File: src/rtl/core/fbs_pkg.sv
// shared types and constants for the frequency batch statistics block
`default_nettype none

package fbs_pkg;

   localparam int FREQ_W        = 17;
   localparam int IDX_W         = 8;
   localparam int COUNT_OUT_W   = 11;
   localparam int CSR_DATA_W    = 17;
   localparam int CSR_INDEX_W   = 1;

   localparam int SIGNAL_COUNT_DEF = 256;
   localparam int MAX_BATCH_DEF    = 1024;

   localparam logic [FREQ_W-1:0] LOW_LIMIT_RST  = FREQ_W'(57000);
   localparam logic [FREQ_W-1:0] HIGH_LIMIT_RST = FREQ_W'(62000);

   typedef enum logic [CSR_INDEX_W-1:0] {
      CSR_LOW_LIMIT  = 1'b0,
      CSR_HIGH_LIMIT = 1'b1
   } csr_index_type;

   typedef enum logic [1:0] {
      ST_IDLE,
      ST_LOOKUP,
      ST_DIVIDE,
      ST_FINISH
   } state_type;

   // one entry of the last-value table: seen mark plus last stored value
   typedef struct packed {
      logic              seen;
      logic [FREQ_W-1:0] value;
   } entry_type;

endpackage

`default_nettype wire

File: src/rtl/core/frequency_batch_stats_flatline.sv
// top level of the frequency batch statistics block with flat-line rejection
`default_nettype none

// Frequency samples in millihertz arrive one word at a time, each tagged with a
// signal index. A sample equal to the last value stored for its signal is
// dropped as flat-lined, and a sample must lie strictly between the low and high
// limit registers to count. Counted samples feed the batch sum, count, max and
// min; the word that carries batch_end produces one response word with the
// truncated mean, max, min and count (all zero, has_data low, for an empty
// batch) and then clears the batch. Each word is accepted while the last-value
// memory is read, then compared and, unless flat-lined, its entry written back in
// the lookup state. A batch-end word that has data then runs the bit-serial divider
// for the 17-bit quotient before the response register is loaded; an empty batch
// goes straight to the load. The load also waits while a previous response word
// sits stalled in the response register. After reset the last-value memory is
// swept clean, one entry a cycle, and req_stall stays high until the sweep is done.
// Limit registers may be written at any time the block is idle and take effect
// from the next word.
module frequency_batch_stats_flatline
   import fbs_pkg::*;
#(
   parameter int SIGNAL_COUNT = SIGNAL_COUNT_DEF,
   parameter int MAX_BATCH    = MAX_BATCH_DEF
) (
   input  wire logic                   clock,
   input  wire logic                   reset,
   // configuration writes
   input  wire logic                   csr_wr_en,
   input  wire logic [CSR_INDEX_W-1:0] csr_index,
   input  wire logic [CSR_DATA_W-1:0]  csr_wr_data,
   // sample words
   input  wire logic                   req_valid,
   output      logic                   req_stall,
   input  wire logic [IDX_W-1:0]       req_signal_index,
   input  wire logic [FREQ_W-1:0]      req_freq_mhz,
   input  wire logic                   req_batch_end,
   // batch result words
   output      logic                   rsp_valid,
   input  wire logic                   rsp_stall,
   output      logic                   rsp_has_data,
   output      logic [FREQ_W-1:0]      rsp_avg_mhz,
   output      logic [FREQ_W-1:0]      rsp_max_mhz,
   output      logic [FREQ_W-1:0]      rsp_min_mhz,
   output      logic [COUNT_OUT_W-1:0] rsp_accepted_count
);

   localparam int ADDR_W = $clog2(SIGNAL_COUNT);
   localparam int CNT_W  = $clog2(MAX_BATCH + 1);
   localparam int SUM_W  = FREQ_W + CNT_W;

   // limit registers
   logic [FREQ_W-1:0] low_limit_ff;
   logic [FREQ_W-1:0] high_limit_ff;

   // control
   state_type         state_ff;
   state_type         state_in;
   logic              req_accept;
   logic              rsp_load;

   // captured sample word
   logic [IDX_W-1:0]  idx_ff;
   logic [FREQ_W-1:0] freq_ff;
   logic              end_ff;

   // batch accumulators
   logic [SUM_W-1:0]  sum_ff;
   logic [SUM_W-1:0]  sum_in;
   logic [CNT_W-1:0]  count_ff;
   logic [CNT_W-1:0]  count_in;
   logic [FREQ_W-1:0] max_ff;
   logic [FREQ_W-1:0] max_in;
   logic [FREQ_W-1:0] min_ff;
   logic [FREQ_W-1:0] min_in;

   // lookup stage
   logic              in_range;
   logic              flat;
   logic              take;
   entry_type         tbl_rd_data;
   entry_type         tbl_wr_data;
   logic              tbl_wr_en;
   logic              tbl_ready;

   // divider
   logic              div_start;
   logic              div_done;
   logic [FREQ_W-1:0] div_quot;

   // response register
   logic                   rsp_valid_ff;
   logic                   rsp_has_data_ff;
   logic [FREQ_W-1:0]      rsp_avg_ff;
   logic [FREQ_W-1:0]      rsp_max_ff;
   logic [FREQ_W-1:0]      rsp_min_ff;
   logic [COUNT_OUT_W-1:0] rsp_count_ff;
   logic                   has_data;

   // ---------------------------------------------------------------- config
   always_ff @(posedge clock) begin
      if (reset) begin
         low_limit_ff  <= LOW_LIMIT_RST;
         high_limit_ff <= HIGH_LIMIT_RST;
      end else if (csr_wr_en) begin
         case (csr_index_type'(csr_index))
            CSR_LOW_LIMIT:  low_limit_ff  <= csr_wr_data;
            CSR_HIGH_LIMIT: high_limit_ff <= csr_wr_data;
            default: ;
         endcase
      end
   end

   // ---------------------------------------------------------------- intake
   // one word in flight; wait for the memory sweep after reset
   assign req_stall  = !((state_ff == ST_IDLE) && tbl_ready);
   assign req_accept = req_valid && !req_stall;

   always_ff @(posedge clock) begin
      if (req_accept) begin
         idx_ff  <= req_signal_index;
         freq_ff <= req_freq_mhz;
         end_ff  <= req_batch_end;
      end
   end

   // ---------------------------------------------------------------- last-value memory
   fbs_last_table #(
      .SIGNAL_COUNT(SIGNAL_COUNT)
   ) u_table (
      .clock   (clock),
      .reset   (reset),
      .rd_en   (req_accept),
      .rd_addr (ADDR_W'(req_signal_index)),
      .rd_data (tbl_rd_data),
      .wr_en   (tbl_wr_en),
      .wr_addr (ADDR_W'(idx_ff)),
      .wr_data (tbl_wr_data),
      .ready   (tbl_ready)
   );

   // indexes past the table skip the flat-line check and are not stored
   assign in_range = 32'(idx_ff) < 32'(SIGNAL_COUNT);
   assign flat     = in_range && tbl_rd_data.seen && (tbl_rd_data.value == freq_ff);
   // write back the new value and the seen mark on anything not flat-lined
   assign tbl_wr_en   = (state_ff == ST_LOOKUP) && in_range && !flat;
   assign tbl_wr_data = '{seen: 1'b1, value: freq_ff};

   // sample counts when not flat, inside the limits and the batch has room
   assign take = !flat && (freq_ff > low_limit_ff) && (freq_ff < high_limit_ff)
                 && (32'(count_ff) < 32'(MAX_BATCH));

   // ---------------------------------------------------------------- accumulators
   always_comb begin
      sum_in   = sum_ff;
      count_in = count_ff;
      max_in   = max_ff;
      min_in   = min_ff;
      if ((state_ff == ST_LOOKUP) && take) begin
         sum_in   = sum_ff + SUM_W'(freq_ff);
         count_in = count_ff + CNT_W'(1);
         // first counted sample loads the extremes directly
         if (count_ff == '0) begin
            max_in = freq_ff;
            min_in = freq_ff;
         end else begin
            if (freq_ff > max_ff) begin
               max_in = freq_ff;
            end
            if (freq_ff < min_ff) begin
               min_in = freq_ff;
            end
         end
      end else if (rsp_load) begin
         sum_in   = '0;
         count_in = '0;
         max_in   = low_limit_ff;
         min_in   = high_limit_ff;
      end
   end

   always_ff @(posedge clock) begin
      if (reset) begin
         sum_ff   <= '0;
         count_ff <= '0;
         max_ff   <= LOW_LIMIT_RST;
         min_ff   <= HIGH_LIMIT_RST;
      end else begin
         sum_ff   <= sum_in;
         count_ff <= count_in;
         max_ff   <= max_in;
         min_ff   <= min_in;
      end
   end

   // ---------------------------------------------------------------- mean
   // start on the updated totals so the divide begins in the lookup cycle
   assign div_start = (state_ff == ST_LOOKUP) && end_ff && (count_in != '0);

   fbs_divider #(
      .CNT_W(CNT_W)
   ) u_divider (
      .clock    (clock),
      .reset    (reset),
      .start    (div_start),
      .dividend (sum_in),
      .divisor  (count_in),
      .quotient (div_quot),
      .done     (div_done)
   );

   // ---------------------------------------------------------------- sequencer
   always_comb begin
      state_in = state_ff;
      rsp_load = 1'b0;
      case (state_ff)
         ST_IDLE: begin
            if (req_accept) begin
               state_in = ST_LOOKUP;
            end
         end
         ST_LOOKUP: begin
            if (!end_ff) begin
               state_in = ST_IDLE;
            end else if (div_start) begin
               state_in = ST_DIVIDE;
            end else begin
               state_in = ST_FINISH;
            end
         end
         ST_DIVIDE: begin
            if (div_done) begin
               state_in = ST_FINISH;
            end
         end
         ST_FINISH: begin
            // load once the response register is free or being emptied
            if (!rsp_valid_ff || !rsp_stall) begin
               rsp_load = 1'b1;
               state_in = ST_IDLE;
            end
         end
         default: begin
            state_in = ST_IDLE;
         end
      endcase
   end

   always_ff @(posedge clock) begin
      if (reset) begin
         state_ff <= ST_IDLE;
      end else begin
         state_ff <= state_in;
      end
   end

   // ---------------------------------------------------------------- response register
   assign has_data = count_ff != '0;

   always_ff @(posedge clock) begin
      if (reset) begin
         rsp_valid_ff <= 1'b0;
      end else if (rsp_load) begin
         rsp_valid_ff <= 1'b1;
      end else if (!rsp_stall) begin
         rsp_valid_ff <= 1'b0;
      end
   end

   always_ff @(posedge clock) begin
      if (rsp_load) begin
         rsp_has_data_ff <= has_data;
         rsp_avg_ff      <= has_data ? div_quot : '0;
         rsp_max_ff      <= has_data ? max_ff : '0;
         rsp_min_ff      <= has_data ? min_ff : '0;
         rsp_count_ff    <= COUNT_OUT_W'(count_ff);
      end
   end

   assign rsp_valid          = rsp_valid_ff;
   assign rsp_has_data       = rsp_has_data_ff;
   assign rsp_avg_mhz        = rsp_avg_ff;
   assign rsp_max_mhz        = rsp_max_ff;
   assign rsp_min_mhz        = rsp_min_ff;
   assign rsp_accepted_count = rsp_count_ff;

`ifndef SYNTHESIS
   // an accepted word always goes straight to the lookup cycle
   a_accept_to_lookup: assert property (@(posedge clock) disable iff (reset)
      req_accept |=> (state_ff == ST_LOOKUP))
      else $error("accepted word did not enter lookup");

   // the batch count never passes its limit
   a_count_bound: assert property (@(posedge clock) disable iff (reset)
      32'(count_ff) <= 32'(MAX_BATCH))
      else $error("batch count beyond limit");

   // a response appears only out of the finish cycle
   a_rsp_from_finish: assert property (@(posedge clock) disable iff (reset)
      $rose(rsp_valid_ff) |-> $past(state_ff == ST_FINISH))
      else $error("response loaded outside finish");

   // nothing is taken while the memory sweep runs
   a_no_accept_clearing: assert property (@(posedge clock) disable iff (reset)
      !tbl_ready |-> req_stall)
      else $error("word accepted during memory sweep");
`endif

endmodule

`default_nettype wire

File: src/rtl/core/fbs_last_table.sv
// last-value table memory with seen marks and the clearing pass after reset
`default_nettype none

module fbs_last_table
   import fbs_pkg::*;
#(
   parameter int SIGNAL_COUNT = SIGNAL_COUNT_DEF,
   localparam int ADDR_W      = $clog2(SIGNAL_COUNT)
) (
   input  wire logic              clock,
   input  wire logic              reset,
   input  wire logic              rd_en,
   input  wire logic [ADDR_W-1:0] rd_addr,
   output      entry_type         rd_data,
   input  wire logic              wr_en,
   input  wire logic [ADDR_W-1:0] wr_addr,
   input  wire entry_type         wr_data,
   output      logic              ready
);

   entry_type         mem [SIGNAL_COUNT];
   entry_type         rd_data_ff;
   logic              clear_ff;
   logic              clear_in;
   logic [ADDR_W-1:0] clr_addr_ff;
   logic [ADDR_W-1:0] clr_addr_in;
   logic              mem_we;
   logic [ADDR_W-1:0] mem_waddr;
   entry_type         mem_wdata;

   // sweep one entry a cycle until the last one is cleared
   always_comb begin
      clear_in    = clear_ff;
      clr_addr_in = clr_addr_ff;
      if (clear_ff) begin
         clr_addr_in = clr_addr_ff + ADDR_W'(1);
         if (clr_addr_ff == ADDR_W'(SIGNAL_COUNT - 1)) begin
            clear_in = 1'b0;
         end
      end
   end

   always_ff @(posedge clock) begin
      if (reset) begin
         clear_ff    <= 1'b1;
         clr_addr_ff <= '0;
      end else begin
         clear_ff    <= clear_in;
         clr_addr_ff <= clr_addr_in;
      end
   end

   always_comb begin
      if (clear_ff) begin
         mem_we    = 1'b1;
         mem_waddr = clr_addr_ff;
         mem_wdata = '0;
      end else begin
         mem_we    = wr_en;
         mem_waddr = wr_addr;
         mem_wdata = wr_data;
      end
   end

   always_ff @(posedge clock) begin
      if (mem_we) begin
         mem[mem_waddr] <= mem_wdata;
      end
   end

   always_ff @(posedge clock) begin
      if (rd_en) begin
         rd_data_ff <= mem[rd_addr];
      end
   end

   assign rd_data = rd_data_ff;
   assign ready   = !clear_ff;

endmodule

`default_nettype wire

File: src/rtl/core/fbs_divider.sv
// restoring divider, one quotient bit a cycle, for the batch mean
`default_nettype none

module fbs_divider
   import fbs_pkg::*;
#(
   parameter int CNT_W  = 11,
   localparam int SUM_W = FREQ_W + CNT_W
) (
   input  wire logic              clock,
   input  wire logic              reset,
   input  wire logic              start,
   input  wire logic [SUM_W-1:0]  dividend,
   input  wire logic [CNT_W-1:0]  divisor,
   output      logic [FREQ_W-1:0] quotient,
   output      logic              done
);

   localparam int STEP_W = $clog2(FREQ_W + 1);

   logic [CNT_W-1:0]  rem_ff;
   logic [CNT_W-1:0]  rem_in;
   logic [FREQ_W-1:0] low_ff;
   logic [FREQ_W-1:0] low_in;
   logic [CNT_W-1:0]  div_ff;
   logic [STEP_W-1:0] step_ff;
   logic [STEP_W-1:0] step_in;
   logic              busy_ff;
   logic              busy_in;
   logic              done_ff;
   logic              done_in;
   logic [CNT_W:0]    trial;
   logic              ge;

   // quotient fits in FREQ_W bits since the mean never exceeds the largest sample,
   // so the upper dividend bits start out below the divisor
   always_comb begin
      trial   = {rem_ff, low_ff[FREQ_W-1]};
      ge      = trial >= {1'b0, div_ff};
      rem_in  = rem_ff;
      low_in  = low_ff;
      step_in = step_ff;
      busy_in = busy_ff;
      done_in = 1'b0;
      if (start) begin
         rem_in  = dividend[SUM_W-1:FREQ_W];
         low_in  = dividend[FREQ_W-1:0];
         step_in = '0;
         busy_in = 1'b1;
      end else if (busy_ff) begin
         rem_in  = ge ? CNT_W'(trial - {1'b0, div_ff}) : trial[CNT_W-1:0];
         low_in  = {low_ff[FREQ_W-2:0], ge};
         step_in = step_ff + STEP_W'(1);
         if (step_ff == STEP_W'(FREQ_W - 1)) begin
            busy_in = 1'b0;
            done_in = 1'b1;
         end
      end
   end

   always_ff @(posedge clock) begin
      if (reset) begin
         busy_ff <= 1'b0;
         done_ff <= 1'b0;
      end else begin
         busy_ff <= busy_in;
         done_ff <= done_in;
      end
   end

   always_ff @(posedge clock) begin
      rem_ff  <= rem_in;
      low_ff  <= low_in;
      step_ff <= step_in;
      if (start) begin
         div_ff <= divisor;
      end
   end

   assign quotient = low_ff;
   assign done     = done_ff;

endmodule

`default_nettype wire

File: config.mk
export PLATFORM = sky130hd
export DESIGN_NAME = frequency_batch_stats_flatline
export DESIGN_NICKNAME = d
export VERILOG_FILES = /design/src/rtl/core/fbs_pkg.sv /design/src/rtl/core/frequency_batch_stats_flatline.sv /design/src/rtl/core/fbs_last_table.sv /design/src/rtl/core/fbs_divider.sv
export SDC_FILE = /design/constraint.sdc
export NUM_CORES = 2
export LEC_CHECK = 0
export BUFFER_PORTS_ARGS = -buffer_cell sky130_fd_sc_hd__buf_2
export CAP_MARGIN = 20
export CORE_ASPECT_RATIO = 1.2
export CORE_MARGIN = 5
export CORE_UTILIZATION = 45
export DETAILED_ROUTE_END_ITERATION = 6
export HOLD_SLACK_MARGIN = 0.08
export PLACE_DENSITY = 0.58
export SETUP_SLACK_MARGIN = 0.05
export SLEW_MARGIN = 25
export SYNTH_ARGS = -nofsm -noshare
export SYNTH_HDL_FRONTEND = slang
export SYNTH_MEMORY_MAX_BITS = 65536
export SYNTH_SLANG_ARGS = --single-unit
File: constraint.sdc
create_clock -name clock -period 14.43 [get_ports clock]
set_clock_uncertainty 0.1 [all_clocks]
set_input_delay 1.443 -clock clock [delete_from_list [all_inputs] [get_ports clock]]
set_output_delay 1.443 -clock clock [all_outputs]
set_load 0.005 [all_outputs]
* After elaboration in Yosys (flattened, before gate mapping)
Memories as Yosys holds them, arrays and structs flattened. A register that Yosys moved wholly into a read port is not among the register bits. Index checks and enable logic that the tools add are counted.
Word-level totals: flip-flop bits (word level) 254, bits in latches 0, bits in writable memories 4608, ROM bits 0, input port bits 49, output and inout port bits 65, logic and storage cells 116, memories 1
Cells by class: add/subtract/negate cells 5, $mul 0, div/mod/pow operators 0, $lt $le $gt $ge 6, eq/ne operators 12, shifts and indexed selects 0, multiplexer cells 38, bitwise gates (word level) 2, reduce and logical (&&, ||, !) cells 28
Memory list:
- u_table.mem | depth 256, width 18, read ports 1, clocked after Yosys merged registers in 1, wr ports 1, line fbs_last_table.sv:21 | entry_type mem [SIGNAL_COUNT];
Operators by type and width (number):
- $mux W17 | 10
- $mux W28 | 2
- $mux W11 | 5
- $gt A17 B17 Y1 | 2
- $lt A17 B17 Y1 | 2
- $add A28 B17 Y28 | 1
- $reduce_bool A11 Y1 | 2
- $mux W18 | 1
- $eq A17 B17 Y1 | 1
- $mux W1 | 14
- $ge A12 B11 Y1 | 1
- $add A11 B1 Y11 const B | 1
- $logic_not A11 Y1 | 1
- $lt A11 B11 Y1 const B | 1
- $sub A11 B11 Y11 | 1
- $logic_and A1 B1 Y1 | 10
- $add A8 B1 Y8 const B | 1
- $eq A8 B8 Y1 const B | 1
- $mux W2 | 4
- $mux W8 | 1
- $pmux W2 S4 | 1
- $reduce_and A2 Y1 | 4
- $ne A3 B1 Y1 const B | 2
- $add A5 B1 Y5 const B | 1
- 12 further kinds | 21

* Logic depth before layout (Yosys ltp)
depth after elaboration 13, gate-level depth with buffers 15

* By module
From an unflattened synthesis, not the netlist that was laid out.
Second synthesis, totals: cell total of the unflattened synthesis 9458, area total of the unflattened synthesis 192068.0 um2
By module, submodules not included:
- fbs_last_table | instances 1, cells an instance 8203, area an instance 179210.6 um2
- frequency_batch_stats_flatline | instances 1, cells an instance 1044, area an instance 10314.9 um2
- fbs_divider | instances 1, cells an instance 211, area an instance 2542.4 um2

* Least setup slack after synthesis
OpenSTA, ideal clock, no wires.
path type register to register, start register u_table.clear_ff, end memory u_table.mem[0][2] in the netlist's numbering (data pin), library setup time 1.453 ns, arrival time 7.150 ns, slack 5.727 ns, stages on the path, launching flop included 5, period minus slack after synthesis 8.703 ns, cell sequence dfxtp_1 > clkbuf_1 > clkbuf_1 > clkbuf_1 > nor2b_1
RTL lines:
- start, declared | line fbs_last_table.sv:23 | logic clear_ff;
- start signal, assigned | line fbs_last_table.sv:48 | clear_ff <= clear_in;
- end, declared | line fbs_last_table.sv:21

* Worst setup path in the final report
start register freq_ff[13], end memory u_table.mem[136][12] in the netlist's numbering (enable)
Between the ends: cells in the longest elaborated chain, start to end 7
Ends and longest elaborated chain:
- start, declared | line frequency_batch_stats_flatline.sv:63 | logic [FREQ_W-1:0] freq_ff;
- start signal, assigned | line frequency_batch_stats_flatline.sv:121 | freq_ff <= req_freq_mhz;
- $eq A17 B17 Y1 | line frequency_batch_stats_flatline.sv:143 | assign flat = in_range && tbl_rd_data.seen && (tbl_rd_data.value == freq_ff);
- $logic_and A1 B1 Y1 | line frequency_batch_stats_flatline.sv:143
- $logic_not A1 Y1 | line frequency_batch_stats_flatline.sv:145 | assign tbl_wr_en = (state_ff == ST_LOOKUP) && in_range && !flat;
- $logic_and A1 B1 Y1 | line frequency_batch_stats_flatline.sv:145
- $mux W1 | line fbs_last_table.sv:54 | if (clear_ff) begin
- $mux W1 | line fbs_last_table.sv:66 | if (mem_we) begin
- $mux W1 (implied by the code) | line fbs_last_table.sv:67 | mem[mem_waddr] <= mem_wdata;
No other way between the ends.

==> run metrics <==
Syn Nets 8338; CP peak stage delay 0.87 ns; GR peak layer met2; largest family of logic cells by synthesized area multiplexers; Critical Path Most Common Cell buf_4; total die area 434000 um2; FF+latch count, synth 4880; IO Pins 114; CP endpoint kind register; area grow syn2layout 13.0%; Post-Layout Cell Count 14589; TritonCTS clock tree yes; layout cells sized above 1 32.2%; post-synth cell types 71; vias in the first global route 90105; Power Density 130 nW/um2; Pre-antenna DRT Iters 6; initial DRC count 10875; Synth Area in Simple Gates 1.75%; most common flop cell mapped by yosys edfxtp_1; WL final 497 mm; Congestion Overflow GR 0; CTS clock-pin slew for the worst setup and hold paths 0.07 ns; final setup fails 0; Req. time, crit path 15.01 ns; min-delay worst type register to register; hpwl dp 282 mm; post-synthesis sequential area ratio 76.7%; max cap viols 0; worst-path fanout max 11; Post-DRT Antenna Nets 0; status completed; Worst-Margin Slew 1.27 ns; Num Clock Sinks 4880; M2 GR Usage 37.9%; # rows 261; met3 Resource Use GR 3.17%; number of flops mapped to enable cells by yosys 4754; cells after synthesis 8188; initial antenna violation count 38; mux contribution to synthesized area 18.5%; Die H 721 um; Post-CTS Setup Inserts 0; Pins Over Slew Limit 0; IO Port Bufs 113; final worst-path cycle share 40.5%; H-tree depth 5; Core ar. 420000 um2; Final #Nets 8805; Synth Area in XOR/XNOR 0.231%; Worst path top cell family by delay simple AND/OR/NAND/NOR gates; placed cell count 13709; DR WL/cell 34.1 um; Critical path buffers and inverters 2; TritonCTS Buffers 460; Mean Syn Cell Area 23.1 um2; critical path type register to register; synthesized area 189000 um2; Tmin final 5.85 ns; Setup TNS 0 ns; post-synthesis compound-gate area fraction 0.970%; post-layout util 50.9%; first-pass GRT wire length 698 mm; Placer Congestion 0.799; RSZ-0062 raised after global routing no; Die Wd 602 um; largest net degree at the start of global routing 225; Synth Area in Adders 0.675%; CP startpoint kind register; Worst-Skew Late Latency 1.03 ns; met1 Track Usage GR 31.3%; peak supply drop 0.113 mV; fmax 171 MHz; Fin. Hold Viols 0; Fin Hold WS 0.357 ns; clock root buffer clkbuf_16; Residual DRC 0; LEAKAGE 54.4 nW; DR vias 88604; ys async rst share 0%; Top reg by flops u_table.mem; gr usage total 22.6%; Ys Warns 0; Initial Util 45.1%; hold-fix buffer count after cts 0; clk buf depth 4; fillers 32326; post-CTS resize count 0; Critical Path Slowest Stage Cell edfxtp_1; max reg flops 4608; worst-path cell chain xor2_1 -> nor4_1 -> nand3_1 -> o211ai_1 -> nand2b_1 -> o32ai_1 -> nand2_2 -> buf_4 -> nor2_1 -> buf_4; max_slew headroom 15.3%; Worst Path Arrival 6.42 ns; vias per cell 6.07
-- cell usage in the layout (no fill, tap or decap), drive strengths merged, types with 20 or more instances in the layout --
master,instances
a21oi,81
mux2,24
o211ai,31
a21o,23
dfxtp,126
and2,73
diode,20
nand2,178
clkinv,209
nand3,38
o21ai,59
ha,99
clkbuf,576
buf,438
inv,126
mux4,1530
bufinv,40
mux2i,32
nor2,357
xor2,31
edfxtp,4754
nor2b,27
-- through the flow --
stage / cell area, um2 / worst slack [ns] / total power [W]
after floorplan: 189000 / 5.73 / 0.0161
after CTS: 214000 / 8.58 / 0.0281
after global placement: 199000 / 7.75 / 0.0162
final: 214000 / 8.58 / 0.0279
after global routing: 214000 / 8.36 / 0.0287
after detailed placement: 199000 / 7.75 / 0.0163
-- metal layers --
| metal | part of all wire, % | up-vias |
|---|---|---|
| li1 | - | 35732 |
| met1 | 40 | 48550 |
| met2 | 50 | 3642 |
| met3 | 6.8 | 670 |
| met4 | 3.0 | 10 |
| met5 | 0.015 | - |
-- synthesized netlist by cell type (5+ instances only) --
cell	count	area [um2]
a2111oi_0	6	52.6
a211oi_1	19	143
a21o_1	23	173
a21oi_1	80	400
a31oi_1	8	50.1
and2_1	73	457
buf_1	51	191
buf_2	96	480
clkbuf_1	280	1050
dfxtp_1	126	2520
edfxtp_1	4754	143000
ha_1	99	1240
inv_1	110	413
mux2_1	5	56.3
mux2_2	19	214
mux2i_1	31	310
mux4_2	1530	34500
nand2_1	178	668
nand2b_1	5	31.3
nand3_1	38	190
nand4_1	18	113
nor2_1	357	1340
nor2b_1	27	169
nor3_1	8	40.0
nor4_1	7	43.8
o211ai_1	31	233
o21a_1	6	45.0
o21ai_0	59	295
o311ai_0	5	43.8
o31ai_1	5	37.5
o32ai_1	5	43.8
or2_2	5	31.3
or3_1	10	62.6
xnor2_1	19	166
xor2_1	31	272
-- tightest hold or removal path: cells and delay by family, from the launching register on --
family,cells,cell delay (ns)
DFF,1,0.31
and+or+nand+nor,1,0.05
AOI/OAI and AO/OA,1,0.05
-- final cells by class --
type,count,area [um2],share of cell area (%)
flip-flops and latches,4880,145000,67.9
multi-input cells,2764,43200,20.2
clock buffers,576,12100,5.64
well taps,5523,6910,3.23
repair buffers,438,3490,1.63
clock inverters,277,2650,1.24
inverters,111,424,0.198
diodes,20,50.0,0.0234
-- power by group --
part           switching (W)  internal (W)  leakage, nW
Sequential        0.00000902        0.0153         34.6
Clock                0.00529       0.00666         7.19
Combinational       0.000369      0.000227         12.6
Total                0.00566        0.0222         54.4
-- path summary, 6_finish.rpt --
path,from,end,slack (ns),cells past startpoint
setup / recovery,freq_ff[13],u_table.mem[136][12],8.58,10
hold / removal,high_limit_ff[11],high_limit_ff[11],0.36,2
setup reg to reg,freq_ff[13],u_table.mem[136][12],8.58,10
hold reg to reg,high_limit_ff[11],high_limit_ff[11],0.36,2
-- logic make-up (layout without fill, tap and decap cells) --
kind of cell / Yosys count / count (layout)
xor+xnor: 50 / 50
mux: 1586 / 1586
buf+inv: 544 / 1402
fa+ha+maj: 101 / 101
flops: 4880 / 4880
other cells: 0 / 20
compound gates: 282 / 282
simple gates: 745 / 745
Note: power is estimated with default switching activity, not from simulation.
